`config.mk`:
```
export PLATFORM = sky130hd
export DESIGN_NAME = sorted_alarm_queue_top
export DESIGN_NICKNAME = d
export VERILOG_FILES = /design/src/hw/rtl/saq_pkg.sv /design/src/hw/rtl/sorted_alarm_queue_top.sv /design/src/hw/rtl/saq_datapath.sv /design/src/hw/rtl/saq_ctrl.sv /design/src/hw/rtl/saq_obuf.sv
export SDC_FILE = /design/constraint.sdc
export NUM_CORES = 2
export LEC_CHECK = 0
export BUFFER_PORTS_ARGS = -buffer_cell sky130_fd_sc_hd__buf_4
export CELL_PAD_IN_SITES_DETAIL_PLACEMENT = 1
export CELL_PAD_IN_SITES_GLOBAL_PLACEMENT = 1
export CORE_MARGIN = 2
export CORE_UTILIZATION = 56
export CTS_BUF_LIST = sky130_fd_sc_hd__clkbuf_2 sky130_fd_sc_hd__clkbuf_4 sky130_fd_sc_hd__clkbuf_8
export DETAILED_ROUTE_END_ITERATION = 12
export GPL_TIMING_DRIVEN = 0
export HOLD_SLACK_MARGIN = 0.15
export PLACE_DENSITY_LB_ADDON = 0.08
export SYNTH_ARGS = -nofsm -noshare
export SYNTH_HDL_FRONTEND = slang
export SYNTH_HIERARCHICAL = 1
export SYNTH_SLANG_ARGS = --single-unit
```
`constraint.sdc`:
```
create_clock -name clk_i -period 16.8 [get_ports clk_i]
set_clock_uncertainty 0.05 [all_clocks]
set_input_delay 3.36 -clock clk_i [delete_from_list [all_inputs] [get_ports clk_i]]
set_output_delay 3.36 -clock clk_i [all_outputs]
set_load 0.01 [all_outputs]
```
`src/hw/rtl/saq_pkg.sv`:
```
// ----------------------------------------------------------------------------
// saq_pkg
// Shared types, constants and helper functions of the sorted alarm queue.
// ----------------------------------------------------------------------------
package saq_pkg;

  localparam int unsigned QUEUE_DEPTH_DEF = 16;
  localparam int unsigned MAX_RESULTS     = 16;
  localparam int unsigned TIME_W          = 32;
  localparam int unsigned DELAY_W         = 16;
  localparam int unsigned TAG_W           = 16;
  localparam int unsigned KIND_W          = 2;
  localparam int unsigned NCNT_W          = $clog2(MAX_RESULTS);

  typedef enum logic {
    OP_INSERT = 1'b0,
    OP_TICK   = 1'b1
  } op_e;

  typedef enum logic [KIND_W-1:0] {
    KIND_ACCEPT = 2'd0,
    KIND_REJECT = 2'd1,
    KIND_FIRED  = 2'd2
  } kind_e;

  typedef enum logic [3:0] {
    ST_IDLE = 4'b0001,
    ST_CMP  = 4'b0010,
    ST_INS  = 4'b0100,
    ST_POP  = 4'b1000
  } state_e;

  // controller to datapath
  typedef struct packed {
    logic load;   // latch deadline and tag of an arriving item
    logic tick;   // advance the time counter
    logic cmp;    // register the insert position vector
    logic ins;    // write the new entry into the row
    logic pop;    // drop the head entry
  } dp_cmd_t;

  // datapath to controller
  typedef struct packed {
    logic             full;
    logic             head_due;
    logic             next_due;
    logic [TAG_W-1:0] head_tag;
    logic [TAG_W-1:0] new_tag;
  } dp_stat_t;

  // controller to output stage
  typedef struct packed {
    logic             load;
    kind_e            kind;
    logic [TAG_W-1:0] tag;
    logic             last;
  } obuf_ld_t;

  // a strictly later than b in modulo 2^32 signed order
  function automatic logic later_than(logic [TIME_W-1:0] a, logic [TIME_W-1:0] b);
    logic [TIME_W-1:0] diff;
    diff = b - a;
    return diff[TIME_W-1];
  endfunction

  // deadline d reached at time t
  function automatic logic reached(logic [TIME_W-1:0] d, logic [TIME_W-1:0] t);
    logic [TIME_W-1:0] diff;
    diff = d - t;
    return (diff == '0) || diff[TIME_W-1];
  endfunction

endpackage

```
`src/hw/rtl/sorted_alarm_queue_top.sv`:
```
// ----------------------------------------------------------------------------
// sorted_alarm_queue_top
// Alarm queue kept sorted by absolute deadline.
//
// Slave stream: tuser selects insert (0) or tick (1); tdata carries the delay
// and the tag of an insert. An insert yields one item: accepted or rejected
// when the queue is full, always with tlast set. A tick advances the 32-bit
// time counter and fires every due alarm head first, at most 16 per tick,
// tlast on the final one; a tick with nothing due yields no item.
// Steps: an insert is accepted, compared against every cell, then written
// into the row by shift-in. A tick fires its due alarms one at a time
// through the single head-pop path of the cell row. One item is in work at
// a time.
// Results leave through one output register; a new input item is taken while
// the last result still waits there. When the receiver stalls, the sequencer
// holds until the register frees up. Reset clears the time counter, the
// entry count and the output valid; the cells need no clearing.
// ----------------------------------------------------------------------------
module sorted_alarm_queue_top #(
  parameter int unsigned QUEUE_DEPTH = saq_pkg::QUEUE_DEPTH_DEF
) (
  input  logic        clk_i,
  input  logic        rst_ni,
  input  logic        s_axis_tvalid_i,
  output logic        s_axis_tready_o,
  input  logic [31:0] s_axis_tdata_i,   // [15:0] delay, [31:16] tag
  input  logic [0:0]  s_axis_tuser_i,   // [0] op
  output logic        m_axis_tvalid_o,
  input  logic        m_axis_tready_i,
  output logic [15:0] m_axis_tdata_o,   // [15:0] fired_tag
  output logic [1:0]  m_axis_tuser_o,   // [1:0] kind
  output logic        m_axis_tlast_o    // last
);

  saq_pkg::dp_cmd_t  cmd;
  saq_pkg::dp_stat_t stat;
  saq_pkg::obuf_ld_t out_ld;
  logic              out_free;

  saq_ctrl u_ctrl (
    .clk_i      (clk_i),
    .rst_ni     (rst_ni),
    .in_valid_i (s_axis_tvalid_i),
    .in_op_i    (s_axis_tuser_i[0]),
    .in_ready_o (s_axis_tready_o),
    .stat_i     (stat),
    .cmd_o      (cmd),
    .out_free_i (out_free),
    .out_ld_o   (out_ld)
  );

  saq_datapath #(
    .QUEUE_DEPTH (QUEUE_DEPTH)
  ) u_datapath (
    .clk_i   (clk_i),
    .rst_ni  (rst_ni),
    .cmd_i   (cmd),
    .delay_i (s_axis_tdata_i[15:0]),
    .tag_i   (s_axis_tdata_i[31:16]),
    .stat_o  (stat)
  );

  saq_obuf u_obuf (
    .clk_i   (clk_i),
    .rst_ni  (rst_ni),
    .ld_i    (out_ld),
    .free_o  (out_free),
    .valid_o (m_axis_tvalid_o),
    .ready_i (m_axis_tready_i),
    .kind_o  (m_axis_tuser_o),
    .tag_o   (m_axis_tdata_o),
    .last_o  (m_axis_tlast_o)
  );

endmodule

```
`src/hw/rtl/saq_datapath.sv`:
```
// ----------------------------------------------------------------------------
// saq_datapath
// Time counter, sorted row of alarm cells and insert position logic.
// ----------------------------------------------------------------------------
module saq_datapath #(
  parameter int unsigned QUEUE_DEPTH = saq_pkg::QUEUE_DEPTH_DEF
) (
  input  logic                         clk_i,
  input  logic                         rst_ni,
  input  saq_pkg::dp_cmd_t             cmd_i,
  input  logic [saq_pkg::DELAY_W-1:0]  delay_i,
  input  logic [saq_pkg::TAG_W-1:0]    tag_i,
  output saq_pkg::dp_stat_t            stat_o
);

  localparam int unsigned CNT_W = $clog2(QUEUE_DEPTH + 1);
  localparam int unsigned LVL_N = $clog2(QUEUE_DEPTH);

  logic [saq_pkg::TIME_W-1:0] now_q, now_d;
  logic [CNT_W-1:0]           count_q, count_d;
  logic [saq_pkg::TIME_W-1:0] dl_q;
  logic [saq_pkg::TAG_W-1:0]  ntag_q;
  logic [QUEUE_DEPTH-1:0]     pos_q;

  logic [saq_pkg::TIME_W-1:0] dl_cell_q  [QUEUE_DEPTH];
  logic [saq_pkg::TAG_W-1:0]  tag_cell_q [QUEUE_DEPTH];

  logic [QUEUE_DEPTH-1:0]     pfx [LVL_N+1];

  // a cell is a candidate when its deadline is strictly later than the new
  // one or when it lies past the filled part; the prefix OR marks the cells
  // that shift, its first set bit takes the new entry
  always_comb begin
    for (int i = 0; i < QUEUE_DEPTH; i++) begin
      pfx[0][i] = saq_pkg::later_than(dl_cell_q[i], dl_q) || (CNT_W'(i) >= count_q);
    end
    for (int l = 0; l < LVL_N; l++) begin
      for (int i = 0; i < QUEUE_DEPTH; i++) begin
        if (i >= (1 << l)) begin
          pfx[l+1][i] = pfx[l][i] | pfx[l][i - (1 << l)];
        end else begin
          pfx[l+1][i] = pfx[l][i];
        end
      end
    end
  end

  always_comb begin
    now_d   = now_q;
    count_d = count_q;
    if (cmd_i.tick) begin
      now_d = now_q + saq_pkg::TIME_W'(1);
    end
    if (cmd_i.ins) begin
      count_d = count_q + CNT_W'(1);
    end else if (cmd_i.pop) begin
      count_d = count_q - CNT_W'(1);
    end
  end

  always_ff @(posedge clk_i or negedge rst_ni) begin
    if (!rst_ni) begin
      now_q   <= '0;
      count_q <= '0;
    end else begin
      now_q   <= now_d;
      count_q <= count_d;
    end
  end

  always_ff @(posedge clk_i) begin
    if (cmd_i.load) begin
      dl_q   <= now_q + saq_pkg::TIME_W'(delay_i);
      ntag_q <= tag_i;
    end
    if (cmd_i.cmp) begin
      pos_q <= pfx[LVL_N];
    end
  end

  always_ff @(posedge clk_i) begin
    for (int i = 0; i < QUEUE_DEPTH; i++) begin
      if (cmd_i.ins) begin
        if (i == 0) begin
          if (pos_q[0]) begin
            dl_cell_q[0]  <= dl_q;
            tag_cell_q[0] <= ntag_q;
          end
        end else if (pos_q[i] && !pos_q[i-1]) begin
          dl_cell_q[i]  <= dl_q;
          tag_cell_q[i] <= ntag_q;
        end else if (pos_q[i]) begin
          dl_cell_q[i]  <= dl_cell_q[i-1];
          tag_cell_q[i] <= tag_cell_q[i-1];
        end
      end else if (cmd_i.pop) begin
        if (i < QUEUE_DEPTH - 1) begin
          dl_cell_q[i]  <= dl_cell_q[i+1];
          tag_cell_q[i] <= tag_cell_q[i+1];
        end
      end
    end
  end

  assign stat_o.full     = (count_q == CNT_W'(QUEUE_DEPTH));
  assign stat_o.head_due = (count_q != '0) && saq_pkg::reached(dl_cell_q[0], now_q);
  assign stat_o.next_due = (count_q > CNT_W'(1)) && saq_pkg::reached(dl_cell_q[1], now_q);
  assign stat_o.head_tag = tag_cell_q[0];
  assign stat_o.new_tag  = ntag_q;

`ifndef SYNTH
  a_count_bound: assert property (@(posedge clk_i) disable iff (!rst_ni)
    count_q <= CNT_W'(QUEUE_DEPTH))
    else $error("entry count above queue depth");

  a_ins_grows: assert property (@(posedge clk_i) disable iff (!rst_ni)
    cmd_i.ins && !stat_o.full |=> count_q == $past(count_q) + CNT_W'(1))
    else $error("insert did not add one entry");
`endif

endmodule

```
`src/hw/rtl/saq_ctrl.sv`:
```
// ----------------------------------------------------------------------------
// saq_ctrl
// Sequencer for insert and tick items; drives the datapath and output stage.
// ----------------------------------------------------------------------------
module saq_ctrl (
  input  logic               clk_i,
  input  logic               rst_ni,
  input  logic               in_valid_i,
  input  logic               in_op_i,
  output logic               in_ready_o,
  input  saq_pkg::dp_stat_t  stat_i,
  output saq_pkg::dp_cmd_t   cmd_o,
  input  logic               out_free_i,
  output saq_pkg::obuf_ld_t  out_ld_o
);

  saq_pkg::state_e                 state_q, state_d;
  logic [saq_pkg::NCNT_W-1:0]      n_q, n_d;
  logic                            more;

  assign in_ready_o = (state_q == saq_pkg::ST_IDLE);
  // another alarm fires after this one only if due and under the per-tick cap
  assign more = stat_i.next_due &&
                (n_q < saq_pkg::NCNT_W'(saq_pkg::MAX_RESULTS - 1));

  always_comb begin
    state_d       = state_q;
    n_d           = n_q;
    cmd_o         = '0;
    out_ld_o      = '0;
    out_ld_o.kind = saq_pkg::KIND_ACCEPT;
    case (state_q)
      saq_pkg::ST_IDLE: begin
        if (in_valid_i) begin
          cmd_o.load = 1'b1;
          if (in_op_i == saq_pkg::OP_TICK) begin
            cmd_o.tick = 1'b1;
            n_d        = '0;
            state_d    = saq_pkg::ST_POP;
          end else begin
            state_d = saq_pkg::ST_CMP;
          end
        end
      end
      saq_pkg::ST_CMP: begin
        cmd_o.cmp = 1'b1;
        state_d   = saq_pkg::ST_INS;
      end
      saq_pkg::ST_INS: begin
        if (out_free_i) begin
          out_ld_o.load = 1'b1;
          out_ld_o.kind = stat_i.full ? saq_pkg::KIND_REJECT : saq_pkg::KIND_ACCEPT;
          out_ld_o.tag  = stat_i.new_tag;
          out_ld_o.last = 1'b1;
          cmd_o.ins     = !stat_i.full;
          state_d       = saq_pkg::ST_IDLE;
        end
      end
      saq_pkg::ST_POP: begin
        if (!stat_i.head_due) begin
          state_d = saq_pkg::ST_IDLE;
        end else if (out_free_i) begin
          out_ld_o.load = 1'b1;
          out_ld_o.kind = saq_pkg::KIND_FIRED;
          out_ld_o.tag  = stat_i.head_tag;
          out_ld_o.last = !more;
          cmd_o.pop     = 1'b1;
          n_d           = n_q + saq_pkg::NCNT_W'(1);
          if (!more) begin
            state_d = saq_pkg::ST_IDLE;
          end
        end
      end
      default: begin
        state_d = saq_pkg::ST_IDLE;
      end
    endcase
  end

  always_ff @(posedge clk_i or negedge rst_ni) begin
    if (!rst_ni) begin
      state_q <= saq_pkg::ST_IDLE;
      n_q     <= '0;
    end else begin
      state_q <= state_d;
      n_q     <= n_d;
    end
  end

`ifndef SYNTH
  a_load_free: assert property (@(posedge clk_i) disable iff (!rst_ni)
    out_ld_o.load |-> out_free_i)
    else $error("result loaded into a busy output stage");

  a_pop_due: assert property (@(posedge clk_i) disable iff (!rst_ni)
    cmd_o.pop |-> stat_i.head_due && out_ld_o.kind == saq_pkg::KIND_FIRED)
    else $error("head dropped without firing");
`endif

endmodule

```
`src/hw/rtl/saq_obuf.sv`:
```
// ----------------------------------------------------------------------------
// saq_obuf
// Output register for result items on the master stream side.
// ----------------------------------------------------------------------------
module saq_obuf (
  input  logic                       clk_i,
  input  logic                       rst_ni,
  input  saq_pkg::obuf_ld_t          ld_i,
  output logic                       free_o,
  output logic                       valid_o,
  input  logic                       ready_i,
  output logic [saq_pkg::KIND_W-1:0] kind_o,
  output logic [saq_pkg::TAG_W-1:0]  tag_o,
  output logic                       last_o
);

  logic                       valid_q, valid_d;
  logic [saq_pkg::KIND_W-1:0] kind_q;
  logic [saq_pkg::TAG_W-1:0]  tag_q;
  logic                       last_q;

  assign free_o  = !valid_q || ready_i;
  assign valid_d = ld_i.load || (valid_q && !ready_i);

  always_ff @(posedge clk_i or negedge rst_ni) begin
    if (!rst_ni) begin
      valid_q <= 1'b0;
    end else begin
      valid_q <= valid_d;
    end
  end

  always_ff @(posedge clk_i) begin
    if (ld_i.load) begin
      kind_q <= ld_i.kind;
      tag_q  <= ld_i.tag;
      last_q <= ld_i.last;
    end
  end

  assign valid_o = valid_q;
  assign kind_o  = kind_q;
  assign tag_o   = tag_q;
  assign last_o  = last_q;

endmodule

```
# ---- Yosys cells after proc, flatten, opt, wreduce, memory -nomap -nowiden
# Memories as Yosys holds them, arrays and structs flattened.
# Cells that the tools add are included.
dict set report op_classes {
  addsub 23
  eq_ne 12
  order_cmp 18
  bitwise_logic 109
  muxes 199
  n_reduce_logical 65
}
# operator count
set op_table {}
lappend op_table {{$mux 32} 30}
lappend op_table {{$sub 32x32->32} 18}
lappend op_table {{$mux 16} 30}
lappend op_table {{$mux 1} 119}
lappend op_table {{$or 1x1->1} 109}
lappend op_table {{$logic_not 32->1} 2}
lappend op_table {{$mux 20} 3}
lappend op_table {{$ge 4x5->1 const A} 8}
lappend op_table {{$mux 4} 10}
lappend op_table {{$pmux 20 s2} 1}
lappend op_table {{$add 32x1->32 const B} 1}
lappend op_table {{$add 32x16->32} 1}
lappend op_table {{$ge 3x5->1 const A} 4}
lappend op_table {{$logic_or 1x1->1} 20}
lappend op_table {{$logic_and 1x1->1} 19}
lappend op_table {{$logic_not 1->1} 19}
lappend op_table {{$pmux 4 s4} 1}
lappend op_table {{$ge 1x5->1 const A} 2}
lappend op_table {{$ge 2x5->1 const A} 2}
lappend op_table {{$mux 5} 2}
lappend op_table {{$pmux 4 s2} 1}
lappend op_table {{$ne 2x2->1 const B} 3}
lappend op_table {{$ne 3x3->1 const B} 2}
lappend op_table {{$add 5x1->5 const B} 1}
lappend op_table {{other kinds (15)} 18}
dict set report word_totals {
  output_inout_bits 21
  in_bits 37
  wordCells 439
  mem_count 2
  reg_bits 129
  ram_bits 768
}
# memory depth width rd rd_clocked_by_memory_dff write_ports line
set mem_list {}
lappend mem_list {u_datapath.dl_cell_q 16 32 16 0 16 saq_datapath.sv:25} ;# logic [saq_pkg::TIME_W-1:0] dl_cell_q [QUEUE_DEPTH];
lappend mem_list {u_datapath.tag_cell_q 16 16 16 0 16 saq_datapath.sv:26} ;# logic [saq_pkg::TAG_W-1:0] tag_cell_q [QUEUE_DEPTH];

# ---- Longest topological paths before layout
# An unclocked memory read counts as a cell.
dict set report logic_depth {
  word_depth 11
  depth_mapped 24
  mapped_depth_nobuf 20
}

# ---- Modules after synthesis
# Netlist, hierarchy kept.
# mod cells_per_inst seq_area_each_um2 instances area_each_um2
set modules_own_cells {}
lappend modules_own_cells {saq_datapath 6527 25909.8 1 58743.8}
lappend modules_own_cells {saq_ctrl 68 201.4 1 671.9}
lappend modules_own_cells {saq_obuf 22 595.6 1 618.1}

# ---- Worst setup path after synthesis
# No wires, ideal clock.
dict set report synth_path {
  path_type {in2reg}
  startpoint {input port m_axis_tready_i}
  endpoint {memory u_datapath/dl_cell_q[1][235] (netlist bit), data pin}
  t_arrival_ns 6.437
  cell_stages 12
  path_slack_ns 10.049
  required_ns 16.486
  path_cell_list {nand2b_4 > nand2_1 > nor3_1 > buf_2 > nor2b_1 > clkbuf_1 > and2_1 > nand2_1 > buf_1 > clkbuf_1 > nand2_1 > o21ai_0}
}
# element line
set synth_rtl {}
lappend synth_rtl {{start: declaration} sorted_alarm_queue_top.sv:29} ;# input logic m_axis_tready_i,
lappend synth_rtl {{end: declaration} saq_datapath.sv:25}

==> results.ini <==
[yosys]
syn_inst=6617
synthDistinctLibCells=92
yosys_warnings=6
synth-async-reset-ratio_pct=5.13
synth-seq-cells=897
synth-edff-count=851
synth_area_per_cell_um2=9.07
synth_seq_area_share_pct=44.5
syn_nets=7222
yosys_most_used_dff=edfxtp_1
synth_area_mm2=0.0600

[sta]
tightest_slew_ps=1350
finalCritPeriodShare_pct=60.3
final_max_slew_viol_count=0
maxSlewHeadroom_pct=10.3
tns_ps=0
rsz0062_at_grt=no
period_minus_slack_ps=10130
fmax_ghz=0.0987
hold_violations=0
setup_viol=0

[cts]
cts_made_buffers=162
cts_tree=done
clock_latency_ps=900
clock-root-buffer=clkbuf_8
postCtsSetupBuffers=0
clkTransAtPathRegs_ps=60
cts_resized=0
ctsHoldBuffers=0
cts_max_path_buffers=3
cts_sinks=897
h-tree-depth=4

[critical_path]
worstPathMaxFanout=10
path_class=reg -> reg
reg2regPathDepth=23
cp.depth=23
critPathTopFamily=buffers and inverters
cpMostUsedCell=clkbuf_1
cp-end-kind=register
path_buf_inv=9
arrival_ps=10850
crit_path_top_delay_cell=nor4_1
critical_path.startpoint_type=register
worstPathCellList=inv_1 -> ha_1 -> clkbuf_1 -> inv_1 -> a21oi_1 -> o21ai_0 -> nor4_1 -> o2111ai_1 -> a2111oi_0 -> nand4_1 -> nor4_1 -> a21o_1 -> and3b_1 -> and3_1 -> nor2b_1 -> clkbuf_1 -> clkbuf_1 -> clkbuf_1 -> clkbuf_1 -> clkbuf_1 -> buf_1 -> nand2_1 -> nand2_1
slowest_delay_ps=880
crit_required_ps=17520

[layout]
final_common_cell=nand2_1
layout_common_cells=nand2_1, o21ai_0, edfxtp_1, a21oi_1, ha_1
layout.nets=7461
instances_no_fill=8401
syn_to_final_growth_pct=9.88
drive_gt1_share_pct=6.09

[grt]
grt_overflow=0
grt_max_degree=50
grt_first_pass_wirelength_um=339000
grt_pass1_vias=57791
antenna_found_initial=7
grt_usage_pct=40.3

[hold_path]
hold_class=reg -> reg
min_path_cells=1

[floorplanning]
die_w_um=331
coreArea_mm2=0.107
start_util_pct=56.2
die_y_um=331
die-area_mm2=0.110
rows=120
ios=58

[place]
dp_hpwl_um=176000
dp_cells=8095
place_congestion=0.989
port_buffers=57

[drt]
drc=0
drtIter0Drc=5576
num_vias=54532
finalWirelength_um=225000
wl_per_cell_um=26.8
ant_nets=0
drt_pass1_iterations=6
via_per_inst=6.49

[power_and_ir_drop]
cellLeakagePower_nw=27.9
p_per_area_mw_per_mm2=113
ir_worst_vdd_mv=0.110

[job]
cap_violations=0

[outcome]
status=finished, final reports clean

-- cells in the mapped netlist, types with 20 or more instances --
library cell / instances / area, µm²
a21o_1: 152 / 1140
nor3_1: 37 / 185
nand2b_1: 27 / 169
a211oi_1: 32 / 240
o21ai_0: 851 / 4260
nand4_1: 94 / 588
xnor2_1: 88 / 771
nor2b_1: 33 / 206
mux2i_1: 261 / 2610
nand3_1: 77 / 385
buf_1: 78 / 293
inv_1: 554 / 2080
edfxtp_1: 851 / 25600
nor2_1: 542 / 2030
nand2_1: 969 / 3640
and3_1: 26 / 163
dfrtp_1: 45 / 1130
o31ai_1: 20 / 150
xor2_1: 26 / 228
clkbuf_1: 316 / 1190
ha_1: 565 / 7070
mux2_2: 20 / 225
a21oi_1: 655 / 3280
o21a_1: 20 / 150
-- report_power, final --
part           switching, mW  internal (mW)
sequential             0.284           2.79
combinational           1.42          0.758
clock                   1.03           1.15
-- kinds of logic after synthesis --
group | share of synthesized area, %
multiplexers | 4.75
buffers and inverters | 6.24
flip-flops | 44.5
AND/OR/NAND/NOR | 13.4
adder cells (fa/ha/maj) | 11.9
AO/OA/AOI/OAI | 17.6
XOR/XNOR | 1.66
-- metal layers --
metal / vias to the layer above / track usage (%) / wire length, µm
met5: - / 0 / 0
met4: 0 / 21.8 / 12900
met3: 640 / 7.09 / 19100
met2: 2533 / 64.1 / 102000
met1: 27422 / 52.5 / 90900
li1: 23937 / - / -
-- sequential cells by signal (all words and copies together), names as in the netlist, 2 cells and up --
register	cells
u_obuf/kind_o	2
u_datapath/dl_q	32
u_obuf/tag_o	16
u_datapath/count_q	5
u_datapath/pos_q	16
u_ctrl/state_q	4
u_datapath/now_q	32
u_datapath/ntag_q	16
u_datapath/dl_cell_q	512
u_datapath/tag_cell_q	256
u_ctrl/n_q	4
-- worst paths after layout --
check	slack, ps	startpoint	endpoint
min reg2reg	470	u_datapath/now_q[19]	u_datapath/now_q[19]
min	470	u_datapath/now_q[19]	u_datapath/now_q[19]
max	6670	u_datapath/now_q[6]	u_datapath/tag_cell_q[0][12]
max reg2reg	6670	u_datapath/now_q[6]	u_datapath/tag_cell_q[0][12]
max in group asynchronous	13690	rst_ni	u_datapath/now_q[27]
min in group asynchronous	2450	rst_ni	u_ctrl/state_q[1]
-- metrics by stage --
| step | hold WS (ps) | total power, mW | setup slack [ps] | utilization (%) | area [µm²] |
|---|---|---|---|---|---|
| 5_1_grt | 507 | 7.75 | 6680 | 61.8 | 66000 |
| 6_report | 475 | 7.44 | 6670 | 61.8 | 66000 |
| 2_1_floorplan | 432 | 4.33 | 10050 | - | 60000 |
| 4_1_cts | 480 | 7.39 | 7220 | 61.8 | 65900 |
| 3_3_place_gp | 450 | 5.02 | 7210 | 58.3 | 62200 |
| 3_5_place_dp | 466 | 5.19 | 7310 | 58.7 | 62600 |
-- layout make-up --
| class | instances | area [µm²] |
|---|---|---|
| clock inverter | 58 | 408 |
| clock buffer | 242 | 2910 |
| inverter | 555 | 2080 |
| buffer | 419 | 1660 |
| tap | 1403 | 1760 |
| sequential | 897 | 26700 |
| timing repair buffer | 75 | 782 |
| fill | 12452 | 40800 |
| antenna | 6 | 15.0 |
| multi-input combinational | 4746 | 29600 |
Note: power is estimated with default switching activity, not from simulation.
